===== src/hdl/assert_macros.svh =====
// ----------------------------------------------------------------------------
// Assertion macros
// Clocked, reset-qualified concurrent assertion helpers.
// ----------------------------------------------------------------------------
`ifndef ASSERT_MACROS_SVH
`define ASSERT_MACROS_SVH

// Checks a property at every rising edge of clk while rst_n is high.
`define EST_ASSERT(label, prop, msg) \
  label: assert property (@(posedge clk) disable iff (!rst_n) prop) else $error(msg);

// Checks a property at every rising edge of clk, reset included.
`define EST_ASSERT_ALWAYS(label, prop, msg) \
  label: assert property (@(posedge clk) prop) else $error(msg);

`endif


===== src/hdl/est_pkg.sv =====
// ----------------------------------------------------------------------------
// est_pkg
// Beat types, trig constants and rounding helpers for the world matrix block.
// ----------------------------------------------------------------------------
package est_pkg;

  localparam int MAX_STAGES = 24;
  localparam int TW = 34;

  localparam logic signed [TW-1:0] CORDIC_GAIN = 34'sd652032874;
  localparam logic signed [TW-1:0] HALF_PI     = 34'sd1686629713;
  localparam logic signed [TW-1:0] PI          = 34'sd3373259426;

  localparam logic [1:0] LAST_ROW = 2'd3;

  typedef struct packed {
    logic signed [31:0] pos_x;
    logic signed [31:0] pos_y;
    logic signed [31:0] pos_z;
    logic signed [15:0] angle_x;
    logic signed [15:0] angle_y;
    logic signed [15:0] angle_z;
    logic signed [31:0] scale_factor;
  } in_beat_t;

  typedef struct packed {
    logic [1:0]         row_index;
    logic signed [31:0] elem0;
    logic signed [31:0] elem1;
    logic signed [31:0] elem2;
    logic signed [31:0] elem3;
    logic               last_row;
  } out_beat_t;

  typedef struct packed {
    logic signed [TW-1:0] x;
    logic signed [TW-1:0] y;
    logic signed [TW-1:0] z;
  } est_lane_t;

  typedef struct packed {
    logic signed [31:0] pos_x;
    logic signed [31:0] pos_y;
    logic signed [31:0] pos_z;
    logic signed [31:0] scale;
  } est_side_t;

  // Lane 0 is the x angle, lane 1 the y angle, lane 2 the z angle.
  typedef struct packed {
    logic                  valid;
    est_lane_t [2:0]       lane;
    logic [2:0]            flip;
    est_side_t             side;
  } est_tok_t;

  typedef struct packed {
    logic            valid;
    logic [8:0][31:0] elem;
    est_side_t       side;
  } est_mat_t;

  function automatic logic signed [TW-1:0] atan_q30(input int idx);
    logic signed [TW-1:0] v;
    case (idx)
      0:  v = 34'sd843314856;
      1:  v = 34'sd497837829;
      2:  v = 34'sd263043836;
      3:  v = 34'sd133525158;
      4:  v = 34'sd67021686;
      5:  v = 34'sd33543515;
      6:  v = 34'sd16775850;
      7:  v = 34'sd8388437;
      8:  v = 34'sd4194282;
      9:  v = 34'sd2097149;
      10: v = 34'sd1048575;
      11: v = 34'sd524287;
      12: v = 34'sd262143;
      13: v = 34'sd131071;
      14: v = 34'sd65535;
      15: v = 34'sd32767;
      16: v = 34'sd16383;
      17: v = 34'sd8191;
      18: v = 34'sd4095;
      19: v = 34'sd2047;
      20: v = 34'sd1023;
      21: v = 34'sd511;
      22: v = 34'sd255;
      23: v = 34'sd127;
      default: v = '0;
    endcase
    return v;
  endfunction

  // Round half up from Q.60 products to Q.30: add one half, floor shift.
  function automatic logic signed [34:0] rnd30(input logic signed [64:0] v);
    logic signed [64:0] s;
    s = v + 65'sd536870912;
    return 35'(s >>> 30);
  endfunction

  function automatic logic signed [31:0] sat32(input logic signed [34:0] v);
    logic signed [31:0] r;
    if (v > 35'sd2147483647) r = 32'sh7fffffff;
    else if (v < -35'sd2147483648) r = 32'sh80000000;
    else r = 32'(v);
    return r;
  endfunction

endpackage


===== src/hdl/est_cordic_cell.sv =====
// ----------------------------------------------------------------------------
// est_cordic_cell
// One CORDIC rotation step for all three angle lanes, registered.
// ----------------------------------------------------------------------------
module est_cordic_cell #(
  parameter int STAGE = 0
) (
  input  logic              clk,
  input  logic              rst_n,
  input  logic              en,
  input  est_pkg::est_tok_t tok_i,
  output est_pkg::est_tok_t tok_o
);
  import est_pkg::*;

  localparam logic signed [TW-1:0] ATAN = atan_q30(STAGE);

  est_tok_t tok_r;
  est_tok_t tok_nxt;

  always_comb begin
    tok_nxt = tok_i;
    for (int k = 0; k < 3; k++) begin
      if (tok_i.lane[k].z >= 0) begin
        tok_nxt.lane[k].x = tok_i.lane[k].x - (tok_i.lane[k].y >>> STAGE);
        tok_nxt.lane[k].y = tok_i.lane[k].y + (tok_i.lane[k].x >>> STAGE);
        tok_nxt.lane[k].z = tok_i.lane[k].z - ATAN;
      end else begin
        tok_nxt.lane[k].x = tok_i.lane[k].x + (tok_i.lane[k].y >>> STAGE);
        tok_nxt.lane[k].y = tok_i.lane[k].y - (tok_i.lane[k].x >>> STAGE);
        tok_nxt.lane[k].z = tok_i.lane[k].z + ATAN;
      end
    end
  end

  always_ff @(posedge clk) begin
    if (!rst_n) begin
      tok_r.valid <= 1'b0;
    end else if (en) begin
      tok_r.valid <= tok_i.valid;
    end
  end

  always_ff @(posedge clk) begin
    if (en) begin
      tok_r.lane <= tok_nxt.lane;
      tok_r.flip <= tok_nxt.flip;
      tok_r.side <= tok_nxt.side;
    end
  end

  assign tok_o = tok_r;

endmodule


===== config.mk =====
export PLATFORM = sky130hd
export DESIGN_NAME = est_cordic_cell
export DESIGN_NICKNAME = d
export VERILOG_FILES = /design/src/hdl/assert_macros.svh /design/src/hdl/est_pkg.sv /design/src/hdl/est_cordic_cell.sv
export SDC_FILE = /design/constraint.sdc
export NUM_CORES = 1
export LEC_CHECK = 0
export ABC_CLOCK_PERIOD_IN_PS = 6050
export BUFFER_PORTS_ARGS = -buffer_cell sky130_fd_sc_hd__buf_2
export CAP_MARGIN = 20
export CORE_AREA = 5 5 343 345
export DETAILED_ROUTE_END_ITERATION = 8
export DIE_AREA = 0 0 348 350
export PLACE_DENSITY = 0.57
export REMOVE_ABC_BUFFERS = 1
export SYNTH_ARGS = -nofsm -noshare
export SYNTH_HDL_FRONTEND = slang
export SYNTH_SLANG_ARGS = --single-unit

===== constraint.sdc =====
create_clock -name clk -period 6.05 [get_ports clk]
set_clock_uncertainty 0.05 [all_clocks]
set_input_delay 0.3025 -clock clk [delete_from_list [all_inputs] [get_ports clk]]
set_output_delay 0.3025 -clock clk [all_outputs]
set_load 0.03 [all_outputs]

==> flow_summary.json, run 1 <==
{
  "status": "finished clean",
  "switching_share": 0.383,
  "io_pins": 879,
  "ys_ff_latch": 435,
  "period_needed_ns": 4.83,
  "grt_pass1_wl_um": 198000,
  "slowest_stage": "dlygate4sd3_1",
  "synth.most_common_cell": "edfxtp_1",
  "synth_top_cell_area_share": 0.378,
  "fin_nets": 5478,
  "setup_slack_ns": 1.22,
  "power_per_cell_area_nw_per_um2": 261,
  "yosysTopAreaCell": "edfxtp_1",
  "synthTopCellsByCount": "434 x edfxtp_1, 432 x a21oi_1, 387 x ha_1",
  "ys_seq_area_frac": 0.379,
  "die_area_um2": 122000,
  "clkSlewWorstSetupHoldPaths_ns": 0.06,
  "hold_class": "in2reg",
  "synth_warnings": 0,
  "clkSinkCount": 435,
  "cts_tree": "yes",
  "vias_per_cell": 5.18,
  "critPathTopFamily": "simple AND/OR/NAND/NOR gates",
  "synth_enable_flop_cells": 434,
  "worst_setup_path_end_kind": "flop",
  "tightest_slew_ns": 1.02,
  "routed_wl_um": 135000,
  "critPathArrivalTime_ns": 5.17,
  "n_fill_cell": 11588,
  "power.leakage_uw": 0.0192,
  "wire_per_inst_um": 21.8,
  "clock_power_share": 0.282,
  "final_layout_size_suffix_gt1_frac": 0.220,
  "htree_levels": 2,
  "synth_top_family_by_area": "compound AO/OA/AOI/OAI gates",
  "dpl.hpwl_um": 109000,
  "fin_cells": 6213,
  "hold_viol": 0,
  "syn_area_um2": 34500,
  "cp_cell_sequence": "dlygate4sd3_1 > buf_2 > inv_1 > ha_1 > nor4b_1 > nand4_1 > nor4_1 > and4_2 > nand2b_4 > inv_2 > ha_1 > nor2b_1 > o31a_2 > or4_4 > a41o_2 > o21ai_2 > o21ai_0 > a21o_2 > a31oi_1 > a311oi_1 > xor2_1",
  "p_comb_frac": 0.366,
  "synth.avg_cell_area_um2": 9.37,
  "dp_cells": 5942,
  "place.gp.congestion": 0.944,
  "yosys.area_share.simple": 0.123,
  "ant_nets": 0,
  "grt_pass1_vias": 31348,
  "dr_total_vias": 32214,
  "start_kind": "input port",
  "slowest_delay_ns": 0.58,
  "crit_path_start": "tok_i[266]",
  "finalSetupViolations": 0,
  "synth_compound_area_frac": 0.217,
  "finalSetupTns_ns": 0,
  "track_usage": 0.209,
  "switchingPower_uw": 4370,
  "p_int_uw": 7020,
  "maxSlewViolCount": 0,
  "critical_path.max_fanout": 12,
  "root_buffer": "clkbuf_16",
  "firstDrtPassIters": 6,
  "crit_type": "in2reg",
  "worstSkewPairLatency_ns": 0.63,
  "initial_core_util": 0.303,
  "rows": 124,
  "die_w_um": 348,
  "holdCritStartpoint": "tok_i[368]",
  "cp_num_buf_inv": 4,
  "ys_dominant_reg_cell": "edfxtp_1",
  "vdd_ir_drop_max_mv": 0.192,
  "pre_cts_ws_ns": 1.10,
  "drtIter0Drc": 2761,
  "rsz0062_at_grt": "no",
  "largest_reg_flops": 435,
  "synth_fa_ha_area_frac": 0.148,
  "overflow": 0,
  "grt_max_degree": 149,
  "clockBufferDepth": 3,
  "crit_top_cell": "ha_1",
  "ys_types": 102,
  "max_freq_mhz": 207,
  "area_growth_pct": 26.6,
  "async_flop_share": 0,
  "reg2reg_from": "tok_o[437]",
  "relSlewSlack": 0.321,
  "synth_area_leaders": "edfxtp_1 38%, ha_1 14%, a21oi_1 6.3%",
  "port_buffers": 878,
  "core_area_um2": 114000,
  "synthMuxAreaShare": 0.0111,
  "synthCells": 3675,
  "worstPathRequired_ns": 6.39,
  "maxCapViolations": 0,
  "finalCritPeriodShare": 0.798,
  "synth-xor-area-share": 0.0694,
  "p_seq_frac": 0.353,
  "cts_buffers": 53,
  "die_h_um": 350,
  "post_cts_buffers": 0,
  "antenna_found_initial": 35,
  "drc": 0
}
stage by stage:
stage                     area (µm²)  hold slack (ns)  total power, µW   util
after floorplan                33900            0.351             6660      -
after global placement         40300            0.429             8120  0.354
after detailed placement       40300            0.431             8120  0.354
after CTS                      43600           0.0263            11500  0.383
after global routing           43600           0.0373            12000  0.383
final                          43600           0.0862            11400  0.383
repair_timing:
action                                  4_1_cts  5_1_grt
endpoints found under the setup margin        0        0
hold buffers                                153        0
hold endpoints to repair                    151        0
gates resized for setup                       0        0
power by group through the flow:
| stage | logic, µW | clock network, µW | registers, µW |
|---|---|---|---|
| 2_1_floorplan | 1760 | 0 | 4910 |
| 3_3_place_gp | 4050 | 0 | 4070 |
| 3_5_place_dp | 4040 | 0 | 4070 |
| 4_1_cts | 4150 | 3320 | 4020 |
| 5_1_grt | 4460 | 3450 | 4050 |
| 6_report | 4160 | 3210 | 4010 |
cell usage in the layout, fill, tap and decap left out, types with 29 or more instances in the layout:
cell,n
xnor2_1,214
a21o_1,105
nand2b_1,35
a211oi_1,39
nor4_1,34
nor2b_1,53
edfxtp_1,434
ha_1,387
buf_2,877
a21oi_1,432
nor2_1,298
o21ai_0,242
a31oi_1,29
mux2i_1,37
nand3_1,44
dlygate4sd3_1,153
nand4_1,43
o21bai_1,70
clkbuf_16,53
nand2_1,166
o21a_1,40
nor3_1,87
o31ai_1,32
inv_1,318
xor2_1,59
logic make-up after synthesis:
kind of cell / Yosys count
AO/OA/AOI/OAI: 1188
XOR/XNOR: 273
adder cells (fa/ha/maj): 399
buffers and inverters: 467
flip-flops: 435
multiplexers: 38
AND/OR/NAND/NOR: 875
layout make-up:
cell class              instances  area [µm²]  area share
flip-flops and latches        435       13100       0.299
repair buffers               1043        6050       0.139
diodes                         20        50.0     0.00115
clock buffers                  59        1350      0.0309
multi-input cells            2773       19600       0.449
well taps                    1512        1890      0.0434
inverters                     332        1250      0.0286
clock inverters                39         370     0.00849
final timing paths:
check | endpoint | slack (ns) | cells past startpoint
max | tok_o[266] | 1.22 | 21
min | tok_o[368] | 0.09 | 3
max reg2reg | tok_o[437] | 4.85 | 3
min reg2reg | tok_o[437] | 1.02 | 3
routing by layer:
layer	wire length (µm)	vias up	GRT usage	share of wire
li1	-	15313	-	-
met1	55400	15372	0.264	0.41
met2	64300	1316	0.352	0.47
met3	11400	205	0.0492	0.084
met4	4410	8	0.0695	0.033
met5	55	-	0	0.00041
worst reg2reg max path: stages (launching register included):
cell           delay (ns)
dfxtp_1              0.32
mux2i_1              0.12
nor2b_1              0.06
dlygate4sd3_1        0.54
Note: power is estimated with default switching activity, not from simulation.
==> run 2, diff against run 1 <==
Settings changed: ABC_CLOCK_PERIOD_IN_PS 6050 to 4260, CORE_AREA 5 5 343 345 to 5 5 339 341, DIE_AREA 0 0 348 350 to 0 0 344 346, PLACE_DENSITY 0.57 to 0.6.
Clock period 6.05 ns to 4.26 ns, I/O delays scaled along.
==> run 2 against run 1 <==
Hold slack lost 0.023 ns. Global-route usage is 1.2 points higher. Die area down 2.3%. Cell area grew 4.2%. Worst setup slack lost 1.1 ns. Sequential cell count unchanged. Sequential power grew 43%. Non-clock buffer count up 210. Combinational power grew 49%. Largest power group unchanged. Highest routed layer unchanged.
==> flow_summary.json, run 2 (synthesized netlist as in run 1, its figures left out) <==
{
  "wire_per_inst_um": 21.8,
  "max_freq_mhz": 243,
  "dpl.hpwl_um": 114000,
  "slowest_delay_ns": 0.49,
  "final_common_cell": "buf_2",
  "power.total_uw": 16700,
  "critPathArrivalTime_ns": 4.45,
  "period_needed_ns": 4.12,
  "io_pins": 879,
  "post-route-util": 0.407,
  "rrSetupSlack_ns": 3.04,
  "area_growth_pct": 31.9,
  "drc": 0,
  "cts_buffers": 55,
  "grt_pass1_vias": 32094,
  "maxCapViolations": 0,
  "clkSinkCount": 435,
  "grt_max_degree": 75,
  "worstSkewPairLatency_ns": 0.63,
  "final_layout_size_suffix_gt1_frac": 0.256,
  "clockBufferDepth": 3,
  "vias_per_cell": 5.15,
  "r2r-end": "tok_o[437]",
  "drtIter0Drc": 2903,
  "worstPathRequired_ns": 4.59,
  "fin_nets": 5690,
  "finalCritPeriodShare": 0.967,
  "routed_wl_um": 140000,
  "dr_total_vias": 33073,
  "slowest_stage": "or4_4",
  "layout_common_cells": "877 x buf_2, 434 x edfxtp_1, 431 x a21oi_1, 386 x ha_1, 318 x inv_1",
  "dpl_cell_area_um2": 41800,
  "min_to": "tok_o[266]",
  "worst_setup_path_end_kind": "flop",
  "setup_slack_ns": 0.141,
  "htree_levels": 2,
  "hold_viol": 0,
  "port_buffers": 878,
  "firstDrtPassIters": 6,
  "finalSetupTns_ns": 0,
  "critical_path.max_fanout": 3,
  "finalSetupViolations": 0,
  "crit_top_cell": "ha_1",
  "pre_cts_ws_ns": -0.484,
  "overflow": 0,
  "n_fill_cell": 11047,
  "clkSlewWorstSetupHoldPaths_ns": 0.06,
  "power_per_cell_area_nw_per_um2": 367,
  "r2r_cells": 3,
  "start_kind": "input port",
  "hold_class": "in2reg",
  "maxSlewViolCount": 0,
  "crit_type": "in2reg",
  "rows": 123,
  "ant_nets": 0,
  "cts_tree": "yes",
  "die_h_um": 346,
  "min_path_cells": 4,
  "initial_core_util": 0.309,
  "track_usage": 0.220,
  "largest_reg_flops": 435,
  "root_buffer": "clkbuf_16",
  "die_area_um2": 119000,
  "tightest_slew_ns": 0.842,
  "power.leakage_uw": 0.0203,
  "relSlewSlack": 0.432,
  "antenna_found_initial": 35,
  "place.gp.congestion": 0.959,
  "grt_pass1_wl_um": 202000,
  "vdd_ir_drop_max_mv": 0.294,
  "fin_area_um2": 45400,
  "die_w_um": 344,
  "reg2reg_from": "tok_o[437]",
  "status": "finished clean",
  "core_area_um2": 112000,
  "holdCritStartpoint": "tok_i[266]",
  "cp_cell_sequence": "buf_2 > inv_1 > ha_1 > nor4b_2 > nand4_1 > nor4_2 > and4_2 > nand2b_2 > inv_2 > ha_1 > nor2b_1 > o31a_2 > or4_4 > a41o_2 > o21ai_2 > o21ai_0 > a21o_2 > a31oi_1 > a311oi_1 > xor2_1"
}
==> run 2: cell count changes in the layout (fill, tap and decap cells not counted), moves of 3 or more <==
cell | previous run | this run
diode_2 | 20 | 24
buf_4 | 10 | 206
clkinv_2 | 8 | 12
buf_12 | 2 | 5
clkinv_1 | 23 | 18
dlygate4sd3_1 | 153 | 164
nor4_2 | 0 | 5
clkinv_4 | 3 | 6
nor4_1 | 34 | 29
==> run 2: report_power, final <==
group	leakage (µW)	switching [µW]	total (µW)	internal (µW)
combinational	0.0151	4100	6200	2110
sequential	0.00426	215	5720	5500
clock	0.000895	2070	4780	2710
total	0.0203	6380	16700	10300
==> run 2: critical path: cells and delay by family <==
kind                       cells  cell delay, ns
AOI/OAI and AO/OA              7            1.47
xor gates and xnor gates       1            0.18
adders and majority gates      2            0.54
buffers and inverters          3            0.23
and+or+nand+nor                7            1.82
==> run 2: per-stage QoR <==
step | cells | hold slack, ns
2_1_floorplan | 3540 | 0.262
3_3_place_gp | 6129 | 0.339
3_5_place_dp | 6129 | 0.341
4_1_cts | 6396 | 0.00306
5_1_grt | 6410 | 0.0354
6_report | 6420 | 0.0634
==> run 2: per-layer routing <==
layer | part of all wire | vias up | track usage
li1 | - | 15736 | -
met1 | 0.41 | 15736 | 0.282
met2 | 0.47 | 1386 | 0.372
met3 | 0.085 | 205 | 0.0539
met4 | 0.028 | 10 | 0.0599
met5 | 0.00048 | - | 0
==> run 2: repair_timing <==
action,4_1_cts,5_1_grt
hold endpoints to repair,161,0
setup endpoints to repair,0,15
hold buffers,164,0
buffers inserted,0,0
resized for setup,0,12
==> run 2: worst max path at each step <==
| stage | start | end | slack, ns |
|---|---|---|---|
| finish | tok_i[266] | tok_o[266] | 0.14 |
| global route | tok_i[266] | tok_o[266] | -0.02 |
| CTS | tok_i[134] | tok_o[163] | 0.11 |
| detailed placement | tok_i[266] | tok_o[266] | -0.48 |
| global placement | tok_i[266] | tok_o[266] | -0.39 |
| floorplan | tok_i[353] | tok_o[368] | -6.58 |
==> run 2: cell type report <==
type                       count  area [µm²]  share of cell area
antenna                       24        60.1             0.00132
clock buffer                  59        1390              0.0306
clock inverter                44         458              0.0101
inverter                     332        1250              0.0274
multi-input combinational   2773       19700               0.433
sequential                   435       13100               0.287
tap                         1500        1880              0.0413
timing repair buffer        1253        7690               0.169
