$ cat src/hdl/assert_macros.svh
// ----------------------------------------------------------------------------
// Assertion macros
// Clocked, reset-qualified concurrent assertion helpers.
// ----------------------------------------------------------------------------
`ifndef ASSERT_MACROS_SVH
`define ASSERT_MACROS_SVH

// Checks a property at every rising edge of clk while rst_n is high.
`define EST_ASSERT(label, prop, msg) \
  label: assert property (@(posedge clk) disable iff (!rst_n) prop) else $error(msg);

// Checks a property at every rising edge of clk, reset included.
`define EST_ASSERT_ALWAYS(label, prop, msg) \
  label: assert property (@(posedge clk) prop) else $error(msg);

`endif

$ cat src/hdl/est_pkg.sv
// ----------------------------------------------------------------------------
// est_pkg
// Beat types, trig constants and rounding helpers for the world matrix block.
// ----------------------------------------------------------------------------
package est_pkg;

  localparam int MAX_STAGES = 24;
  localparam int TW = 34;

  localparam logic signed [TW-1:0] CORDIC_GAIN = 34'sd652032874;
  localparam logic signed [TW-1:0] HALF_PI     = 34'sd1686629713;
  localparam logic signed [TW-1:0] PI          = 34'sd3373259426;

  localparam logic [1:0] LAST_ROW = 2'd3;

  typedef struct packed {
    logic signed [31:0] pos_x;
    logic signed [31:0] pos_y;
    logic signed [31:0] pos_z;
    logic signed [15:0] angle_x;
    logic signed [15:0] angle_y;
    logic signed [15:0] angle_z;
    logic signed [31:0] scale_factor;
  } in_beat_t;

  typedef struct packed {
    logic [1:0]         row_index;
    logic signed [31:0] elem0;
    logic signed [31:0] elem1;
    logic signed [31:0] elem2;
    logic signed [31:0] elem3;
    logic               last_row;
  } out_beat_t;

  typedef struct packed {
    logic signed [TW-1:0] x;
    logic signed [TW-1:0] y;
    logic signed [TW-1:0] z;
  } est_lane_t;

  typedef struct packed {
    logic signed [31:0] pos_x;
    logic signed [31:0] pos_y;
    logic signed [31:0] pos_z;
    logic signed [31:0] scale;
  } est_side_t;

  // Lane 0 is the x angle, lane 1 the y angle, lane 2 the z angle.
  typedef struct packed {
    logic                  valid;
    est_lane_t [2:0]       lane;
    logic [2:0]            flip;
    est_side_t             side;
  } est_tok_t;

  typedef struct packed {
    logic            valid;
    logic [8:0][31:0] elem;
    est_side_t       side;
  } est_mat_t;

  function automatic logic signed [TW-1:0] atan_q30(input int idx);
    logic signed [TW-1:0] v;
    case (idx)
      0:  v = 34'sd843314856;
      1:  v = 34'sd497837829;
      2:  v = 34'sd263043836;
      3:  v = 34'sd133525158;
      4:  v = 34'sd67021686;
      5:  v = 34'sd33543515;
      6:  v = 34'sd16775850;
      7:  v = 34'sd8388437;
      8:  v = 34'sd4194282;
      9:  v = 34'sd2097149;
      10: v = 34'sd1048575;
      11: v = 34'sd524287;
      12: v = 34'sd262143;
      13: v = 34'sd131071;
      14: v = 34'sd65535;
      15: v = 34'sd32767;
      16: v = 34'sd16383;
      17: v = 34'sd8191;
      18: v = 34'sd4095;
      19: v = 34'sd2047;
      20: v = 34'sd1023;
      21: v = 34'sd511;
      22: v = 34'sd255;
      23: v = 34'sd127;
      default: v = '0;
    endcase
    return v;
  endfunction

  // Round half up from Q.60 products to Q.30: add one half, floor shift.
  function automatic logic signed [34:0] rnd30(input logic signed [64:0] v);
    logic signed [64:0] s;
    s = v + 65'sd536870912;
    return 35'(s >>> 30);
  endfunction

  function automatic logic signed [31:0] sat32(input logic signed [34:0] v);
    logic signed [31:0] r;
    if (v > 35'sd2147483647) r = 32'sh7fffffff;
    else if (v < -35'sd2147483648) r = 32'sh80000000;
    else r = 32'(v);
    return r;
  endfunction

endpackage

$ cat src/hdl/est_row_out.sv
// ----------------------------------------------------------------------------
// est_row_out
// Holds one finished matrix and sends it out one row per beat.
// ----------------------------------------------------------------------------
`include "assert_macros.svh"

module est_row_out #(
  parameter int FRAC_BITS = 16
) (
  input  logic                clk,
  input  logic                rst_n,
  input  logic                load_i,
  input  est_pkg::est_mat_t   mat_i,
  output logic                take_ready_o,
  output logic                out_valid,
  input  logic                out_ready,
  output est_pkg::out_beat_t  out_data
);
  import est_pkg::*;

  localparam logic [31:0] ONE = 32'd1 << FRAC_BITS;

  logic             busy_r, busy_nxt;
  logic [1:0]       row_r, row_nxt;
  logic [8:0][31:0] elem_r;
  est_side_t        side_r;
  logic             out_fire;
  logic [3:0]       base;

  assign out_fire     = busy_r && out_ready;
  assign take_ready_o = !busy_r || (out_ready && row_r == LAST_ROW);

  // First entry of the current row in the flattened 3x3 block.
  assign base = 4'(row_r) * 4'd3;

  always_comb begin
    busy_nxt = busy_r;
    row_nxt  = row_r;
    if (out_fire) begin
      row_nxt = row_r + 2'd1;
      if (row_r == LAST_ROW) busy_nxt = 1'b0;
    end
    if (load_i) begin
      busy_nxt = 1'b1;
      row_nxt  = '0;
    end
  end

  always_ff @(posedge clk) begin
    if (!rst_n) begin
      busy_r <= 1'b0;
      row_r  <= '0;
    end else begin
      busy_r <= busy_nxt;
      row_r  <= row_nxt;
    end
  end

  always_ff @(posedge clk) begin
    if (load_i) begin
      elem_r <= mat_i.elem;
      side_r <= mat_i.side;
    end
  end

  always_comb begin
    out_data.row_index = row_r;
    out_data.last_row  = (row_r == LAST_ROW);
    if (row_r == LAST_ROW) begin
      out_data.elem0 = side_r.pos_x;
      out_data.elem1 = side_r.pos_y;
      out_data.elem2 = side_r.pos_z;
      out_data.elem3 = ONE;
    end else begin
      out_data.elem0 = elem_r[base];
      out_data.elem1 = elem_r[base + 4'd1];
      out_data.elem2 = elem_r[base + 4'd2];
      out_data.elem3 = '0;
    end
  end

  assign out_valid = busy_r;

  `EST_ASSERT(a_stall_holds_row, busy_r && !out_ready |=> busy_r && $stable(row_r), "row moved while stalled")
  `EST_ASSERT(a_load_when_free, load_i && busy_r |-> out_ready && row_r == LAST_ROW, "matrix loaded over unsent rows")
  `EST_ASSERT(a_drain_to_idle, out_fire && row_r == LAST_ROW && !load_i |=> !busy_r, "still busy after last row")

endmodule

$ cat config.mk
export PLATFORM = sky130hd
export DESIGN_NAME = est_row_out
export DESIGN_NICKNAME = d
export VERILOG_FILES = /design/src/hdl/est_pkg.sv /design/src/hdl/est_row_out.sv
export VERILOG_INCLUDE_DIRS = /design/src /design/src/hdl
export SDC_FILE = /design/constraint.sdc
export NUM_CORES = 1
export LEC_CHECK = 0
export ABC_AREA = 0
export BUFFER_PORTS_ARGS = -buffer_cell sky130_fd_sc_hd__buf_2
export CORE_MARGIN = 10
export CORE_UTILIZATION = 40
export DETAILED_ROUTE_END_ITERATION = 8
export SLEW_MARGIN = 0
export SYNTH_ARGS = -nofsm -noshare
export SYNTH_HDL_FRONTEND = slang
export SYNTH_SLANG_ARGS = --single-unit
export TNS_END_PERCENT = 100
$ cat constraint.sdc
create_clock -name clk -period 3.95 [get_ports clk]
set_input_delay 0.5925 -clock clk [delete_from_list [all_inputs] [get_ports clk]]
set_output_delay 0.5925 -clock clk [all_outputs]
set_load 0.1 [all_outputs]
==> summary.txt, run 1 <==
GRT
  – Global-route wire length before repair: 86000 µm
  – Initial antenna violation count: 24
  – Congestion Overflow GR: 0
  – GRT Overall Usage: 21.9%
  – Pin count of the biggest net entering global routing: 103
  – Vias in the first global route: 12800

Yosys
  – Synth top area cells: edfxtp_1 64%, mux4_2 20%, o2111ai_2 2.5%, nand2_1 2.1%, nand3_1 1.8%
  – Ys Warns: 0
  – Async set-reset flop share out of synthesis: 0%
  – Count of cell types in the netlist: 34
  – EDFF count, synth: 384
  – Post-synthesis compound-gate area fraction: 6.89%
  – Syn avg cell area: 18.4 µm²
  – Synth Area in Simple Gates: 4.28%
  – Largest family of logic cells by synthesized area: multiplexers
  – Count leader, synth: edfxtp_1
  – Synth Cell Area: 0.0180 mm²
  – Cell count after synthesis: 977
  – Seq/Total Area, Yosys: 64.5%
  – Synth Flop Type: edfxtp_1
  – Multiplexer share of the synthesized area: 20.2%
  – Cell taking the most area after synthesis: edfxtp_1
  – Yosys reg bits: 387
  – XOR/XNOR Fraction of Synth Area: 0.0975%
  – Synth top area share: 64.2%
  – Post-synthesis adder-cell area fraction: 0.348%
  – Synth cell count leaders: 384 x edfxtp_1, 160 x mux4_2, 100 x nand2_1

Placement
  – Post-DP HPWL: 43200 µm
  – Global placement routability congestion: 0.863
  – Worst slack at placement: 374 ps
  – Port Buf Inserts: 489
  – Dpl cells: 2015

Pwr
  – Logic pwr share: 23.8%
  – Sw frac: 30.1%
  – Max VDD drop: 0.352 mV
  – Reg power frac: 42.1%
  – Total power: 12.0 mW
  – Static Leakage: 9.07 nW
  – Internal: 8.39 mW
  – Clock power frac: 34.1%
  – Switching pwr: 3.62 mW
  – PD cells: 497 mW/mm²

Floorplanning
  – Core Footprint: 0.0443 mm²
  – Row count: 77
  – Die Footprint: 0.0538 mm²
  – Die H: 232 µm
  – Initial Util: 40.6%
  – # IOs: 554
  – Die width: 232 µm

Timing
  – F_max: 0.267 GHz
  – Skew final: 0.185 ps
  – Fin. Hold Viols: 0
  – RSZ-0062 raised after global routing: no
  – WHS: 187 ps
  – Crit path time final: 3750 ps
  – Worst-Margin Slew: 916 ps
  – # setup viols final: 0
  – Period utilization: 94.9%
  – Slew Viols, Final: 0
  – Fin worst setup slack: 203 ps
  – Relative slew margins: 38.9%

Status
  – Status: completed

Worst setup path
  – Worst setup EP type: output port
  – Worst reg2reg startpoint: row_r[0]
  – CP arrival: 3150 ps
  – Crit path required time: 3360 ps
  – CP startpoint: row_r[0]
  – Crit Path Max Fanout: 33
  – Worst setup SP type: flip-flop
  – Crit path kind: reg2out

Clock network
  – H-Tree Depth: 2
  – Root buffer cell: clkbuf_16
  – Clock Pin Slew Worst Setup and Hold Paths: 60 ps
  – CTS tree: done
  – Clk Latency, worst-skew pair: 570 ps
  – Number of CTS-inserted buffers: 45
  – Clk sinks: 387
  – Clock Tree Buf Depth: 3

Finish
  – Layout area overhead: 34.5%
  – Number of nets in the layout: 1903
  – Non-filler cells, final: 2120
  – Util after Layout: 54.5%
  – Layout cells sized above 1: 53.4%

Route
  – Initial DRT Pass Iterations: 5
  – Drt wl/cell: 28.4 µm
  – Antenna-violating nets left: 0
  – Initial detailed-routing violation count: 1138
  – Vias: 11900
  – Total Routed Length: 60100 µm
  – Vias/cell: 5.60
  – Post-route DRC violation count: 0

Hold path
  – HP Class: in2reg
  – Worst Hold Launch: mat_i[216]

Flow run
  – Max cap viols: 0
==> sequential cells by signal, summed over array words and instances, names as in the netlist <==
| signal | flops |
|---|---|
| elem_r | 288 |
| out_valid | 1 |
| row_r | 2 |
| side_r | 96 |
==> worst max-delay path, cell delays in order (launching register included) <==
cell,delay (ps)
dfxtp_4,550
clkinv_8,80
ha_4,510
buf_8,310
mux4_2,350
a22oi_1,310
o211ai_1,200
buf_12,200
==> cell type report <==
class	instances	area, µm²
Fill cell	3564	20200
Sequential cell	387	11600
Multi-Input combinational cell	504	5930
Timing Repair Buffer	536	4390
Clock buffer	56	1210
Tap cell	592	741
Clock inverter	28	243
Antenna cell	14	35.0
Inverter	3	23.8
==> path summary, 6_finish.rpt <==
path	end	slack (ps)	cells after the start
setup / recovery	out_data[128]	200	7
hold / removal	elem_r[88]	190	1
setup reg to reg	out_valid	1880	5
hold reg to reg	row_r[1]	550	1
==> metrics by stage <==
stage	area, µm²	TNS (ps)
floorplan	18200	-1660
global placement	22600	0
detailed placement	22600	0
CTS	24100	0
global route	24200	0
finish	24200	0
==> metal layers <==
layer / GRT usage, % / vias up / share of wire [%]
met5: 0 / - / 0.25
met4: 8.43 / 24 / 3.4
met3: 6.27 / 135 / 9.0
met2: 37.4 / 635 / 51
met1: 25.9 / 5986 / 36
li1: - / 5088 / -
==> placed cells by master, fill, tap and decap left out, drive strengths merged, types with 4 or more instances in the layout <==
| master | n |
|---|---|
| a22o | 32 |
| a22oi | 30 |
| buf | 536 |
| bufinv | 4 |
| clkbuf | 56 |
| clkinv | 22 |
| conb | 31 |
| diode | 14 |
| edfxtp | 384 |
| ha | 5 |
| mux4 | 160 |
| nand2 | 100 |
| nand3 | 64 |
| o2111ai | 32 |
| o211ai | 30 |
==> power groups by stage <==
stage | clock, mW | combinational [mW] | sequential (mW)
2_1_floorplan | 0 | 1.77 | 5.07
3_3_place_gp | 0 | 2.85 | 5.12
3_5_place_dp | 0 | 2.86 | 5.14
4_1_cts | 4.17 | 2.88 | 5.05
5_1_grt | 4.33 | 2.96 | 5.09
6_report | 4.09 | 2.86 | 5.06
==> timing repair <==
item                                   CTS  global route
endpoints found under the hold margin    0             0
resized for setup                        2             3
setup endpoints to repair               54             3
buffers inserted                         7             0
hold buffers                             0             0
pin swaps                                2             0
==> kinds of logic (layout without fill, tap and decap cells) <==
family,count (synthesis),in the layout
xor+xnor,2,2
other cells,1,45
simple gates,175,175
buf+inv,116,623
compound gates,129,129
flops,387,387
mux,162,162
fa+ha+maj,5,5
Note: power is estimated with default switching activity, not from simulation.
==> run 2, diff against run 1 <==
Settings changed: RECOVER_POWER from default to 100.
==> summary.txt, run 2 (synthesized netlist as in run 1, its figures left out) <==
Status
  – Status: finished with violations (was completed)
  – Violated checks: max-capacitance violations, max-slew violations

Timing
  – Relative slew margins: -88.6% (was 38.9%)
  – Crit path time final: 3810 ps (was 3750 ps)
  – Fin. Hold Viols: 0 (unchanged)
  – RSZ-0062 raised after global routing: no (unchanged)
  – Skew final: 0.283 ps (was 0.185 ps)
  – Slew Viols, Final: 103 (was 0)
  – F_max: 0.262 GHz (was 0.267 GHz)
  – Worst-Margin Slew: 2830 ps (was 916 ps)
  – # setup viols final: 0 (unchanged)
  – Period utilization: 96.5% (was 94.9%)
  – WHS: 188 ps (was 187 ps)

Worst setup path
  – Crit path max-delay family: simple AND/OR/NAND/NOR gates (was buffers and inverters)
  – CP max-delay cell: or4_2 (was dfxtp_4)
  – Crit path required time: 3360 ps (about the same)
  – CP Buf/Inv Count: 3 (unchanged)
  – CP arrival: 3220 ps (was 3150 ps)
  – Worst setup EP type: output port (unchanged)
  – Worst setup SP type: flip-flop (unchanged)
  – Worst-path cell chain: clkinv_8 -> ha_4 -> or4_2 -> buf_2 -> o2111ai_1 -> buf_12 (was clkinv_8 -> ha_4 -> buf_8 -> mux4_2 -> a22oi_1 -> o211ai_1 -> buf_12)
  – Worst path max stage delay: 740 ps (was 550 ps)
  – Crit path kind: reg2out (unchanged)
  – Crit Path Max Fanout: 23 (was 33)

Pwr
  – Internal: 8.14 mW (was 8.39 mW)
  – Static Leakage: 8.50 nW (was 9.07 nW)
  – Clock power frac: 34.9% (was 34.1%)
  – Total power: 11.7 mW (was 12.0 mW)
  – Switching pwr: 3.57 mW (was 3.62 mW)
  – Sw frac: 30.5% (was 30.1%)
  – Logic pwr share: 21.8% (was 23.8%)
  – Max VDD drop: 0.350 mV (was 0.352 mV)
  – PD cells: 507 mW/mm² (was 497 mW/mm²)
  – Reg power frac: 43.2% (was 42.1%)

Clock network
  – Root buffer cell: clkbuf_16 (unchanged)
  – H-Tree Depth: 2 (unchanged)
  – Clock Pin Slew Worst Setup and Hold Paths: 60 ps (about the same)
  – Clock Tree Buf Depth: 3 (unchanged)
  – CTS tree: done (unchanged)
  – Clk sinks: 387 (unchanged)
  – Clk Latency, worst-skew pair: 570 ps (about the same)
  – Number of CTS-inserted buffers: 45 (unchanged)
  – CTS Hold Bufs: 0 (unchanged)

Flow run
  – Max cap viols: 1 (was 0)

GRT
  – Initial antenna violation count: 21 (was 24)
  – Met1 GRT Util: 25.9% (unchanged)
  – Congestion Overflow GR: 0 (unchanged)
  – Met3 usage in global routing: 6.27% (unchanged)
  – Vias in the first global route: 12800 (unchanged)
  – GRT Overall Usage: 21.9% (unchanged)
  – Pin count of the biggest net entering global routing: 103 (unchanged)
  – Busiest grt layer: met2 (unchanged)
  – Met2 GRT Util: 37.4% (unchanged)
  – Global-route wire length before repair: 86000 µm (unchanged)

Floorplanning
  – Die Footprint: 0.0538 mm² (unchanged)
  – Initial Util: 40.6% (unchanged)
  – Die width: 232 µm (unchanged)
  – # IOs: 554 (unchanged)
  – Die H: 232 µm (unchanged)
  – Core Footprint: 0.0443 mm² (unchanged)
  – Row count: 77 (unchanged)

Finish
  – Number of nets in the layout: 1903 (unchanged)
  – Commonest non-fill, non-tap cells in the layout: 384 x edfxtp_1, 332 x buf_2, 160 x mux4_2 (was 392 x buf_2, 384 x edfxtp_1, 160 x mux4_2)
  – Max reg flops: 288 (unchanged)
  – Flip-flop and latch area: 0.0116 mm² (unchanged)
  – Largest Register: elem_r (unchanged)
  – Util after Layout: 52.2% (was 54.5%)
  – Multi-input logic area: 0.00584 mm² (was 0.00593 mm²)
  – Layout area overhead: 28.6% (was 34.5%)
  – Filler instances: 3734 (was 3564)
  – Non-filler cells, final: 2120 (unchanged)
  – Commonest non-fill, non-tap cell in the layout: edfxtp_1 (was buf_2)
  – Biggest regs: elem_r (288), side_r (96), row_r (2) (unchanged)
  – Layout cells sized above 1: 47.6% (was 53.4%)

Hold path
  – HP Class: in2reg (unchanged)

Route
  – Initial detailed-routing violation count: 1152 (was 1138)
  – Total Routed Length: 60600 µm (was 60100 µm)
  – Initial DRT Pass Iterations: 5 (unchanged)
  – Vias/cell: 5.65 (was 5.60)
  – Post-route DRC violation count: 0 (unchanged)
  – Antenna-violating nets left: 0 (unchanged)
  – Drt wl/cell: 28.6 µm (was 28.4 µm)
  – Vias: 12000 (was 11900)

Placement
  – Dpl cells: 2015 (unchanged)
  – Global placement routability congestion: 0.863 (unchanged)
  – Port Buf Inserts: 489 (unchanged)
  – Post-DP HPWL: 43200 µm (unchanged)
-- run 2: timing repair --
action / CTS / global route
pin swaps: 2 / 0
buffers inserted: 7 / 0
resized for setup: 2 / 3
endpoints found under the setup margin: 54 / 3
endpoints found under the hold margin: 0 / 0
-- run 2: power groups by stage --
stage,registers [mW],logic (mW),clock network [mW]
after floorplan,5.07,1.77,0
after global placement,5.12,2.85,0
after detailed placement,5.14,2.86,0
after CTS,5.05,2.88,4.17
after global routing,5.10,2.65,4.33
final,5.06,2.56,4.09
-- run 2: layout make-up --
cell class	instances	share of cell area [%]
clock buffers	56	5.23
inverters	3	0.103
repair buffers	536	14.8
multi-input cells	504	25.3
clock inverters	28	1.05
diodes	14	0.152
flip-flops and latches	387	50.2
well taps	592	3.20
-- run 2: final timing paths --
path | start | endpoint | slack [ps] | depth (start not counted)
min | mat_i[216] | elem_r[88] | 190 | 1
max reg2reg | row_r[0] | out_valid | 1820 | 5
min reg2reg | out_valid | row_r[1] | 560 | 1
max | row_r[0] | out_data[59] | 140 | 6
-- run 2: stage by stage --
stage	setup WS (ps)	instance area [µm²]	setup TNS, ps
2_1_floorplan	-132	18200	-1660
5_1_grt	9.07	23100	0
4_1_cts	50.9	24100	0
6_report	139	23100	0
3_3_place_gp	411	22600	0
3_5_place_dp	374	22600	0
-- run 2: routing by layer --
| metal | vias to the layer above | routed length, µm |
|---|---|---|
| met5 | - | 126 |
| met4 | 20 | 2060 |
| met3 | 136 | 5770 |
| met2 | 645 | 30800 |
| met1 | 6080 | 21800 |
| li1 | 5094 | - |
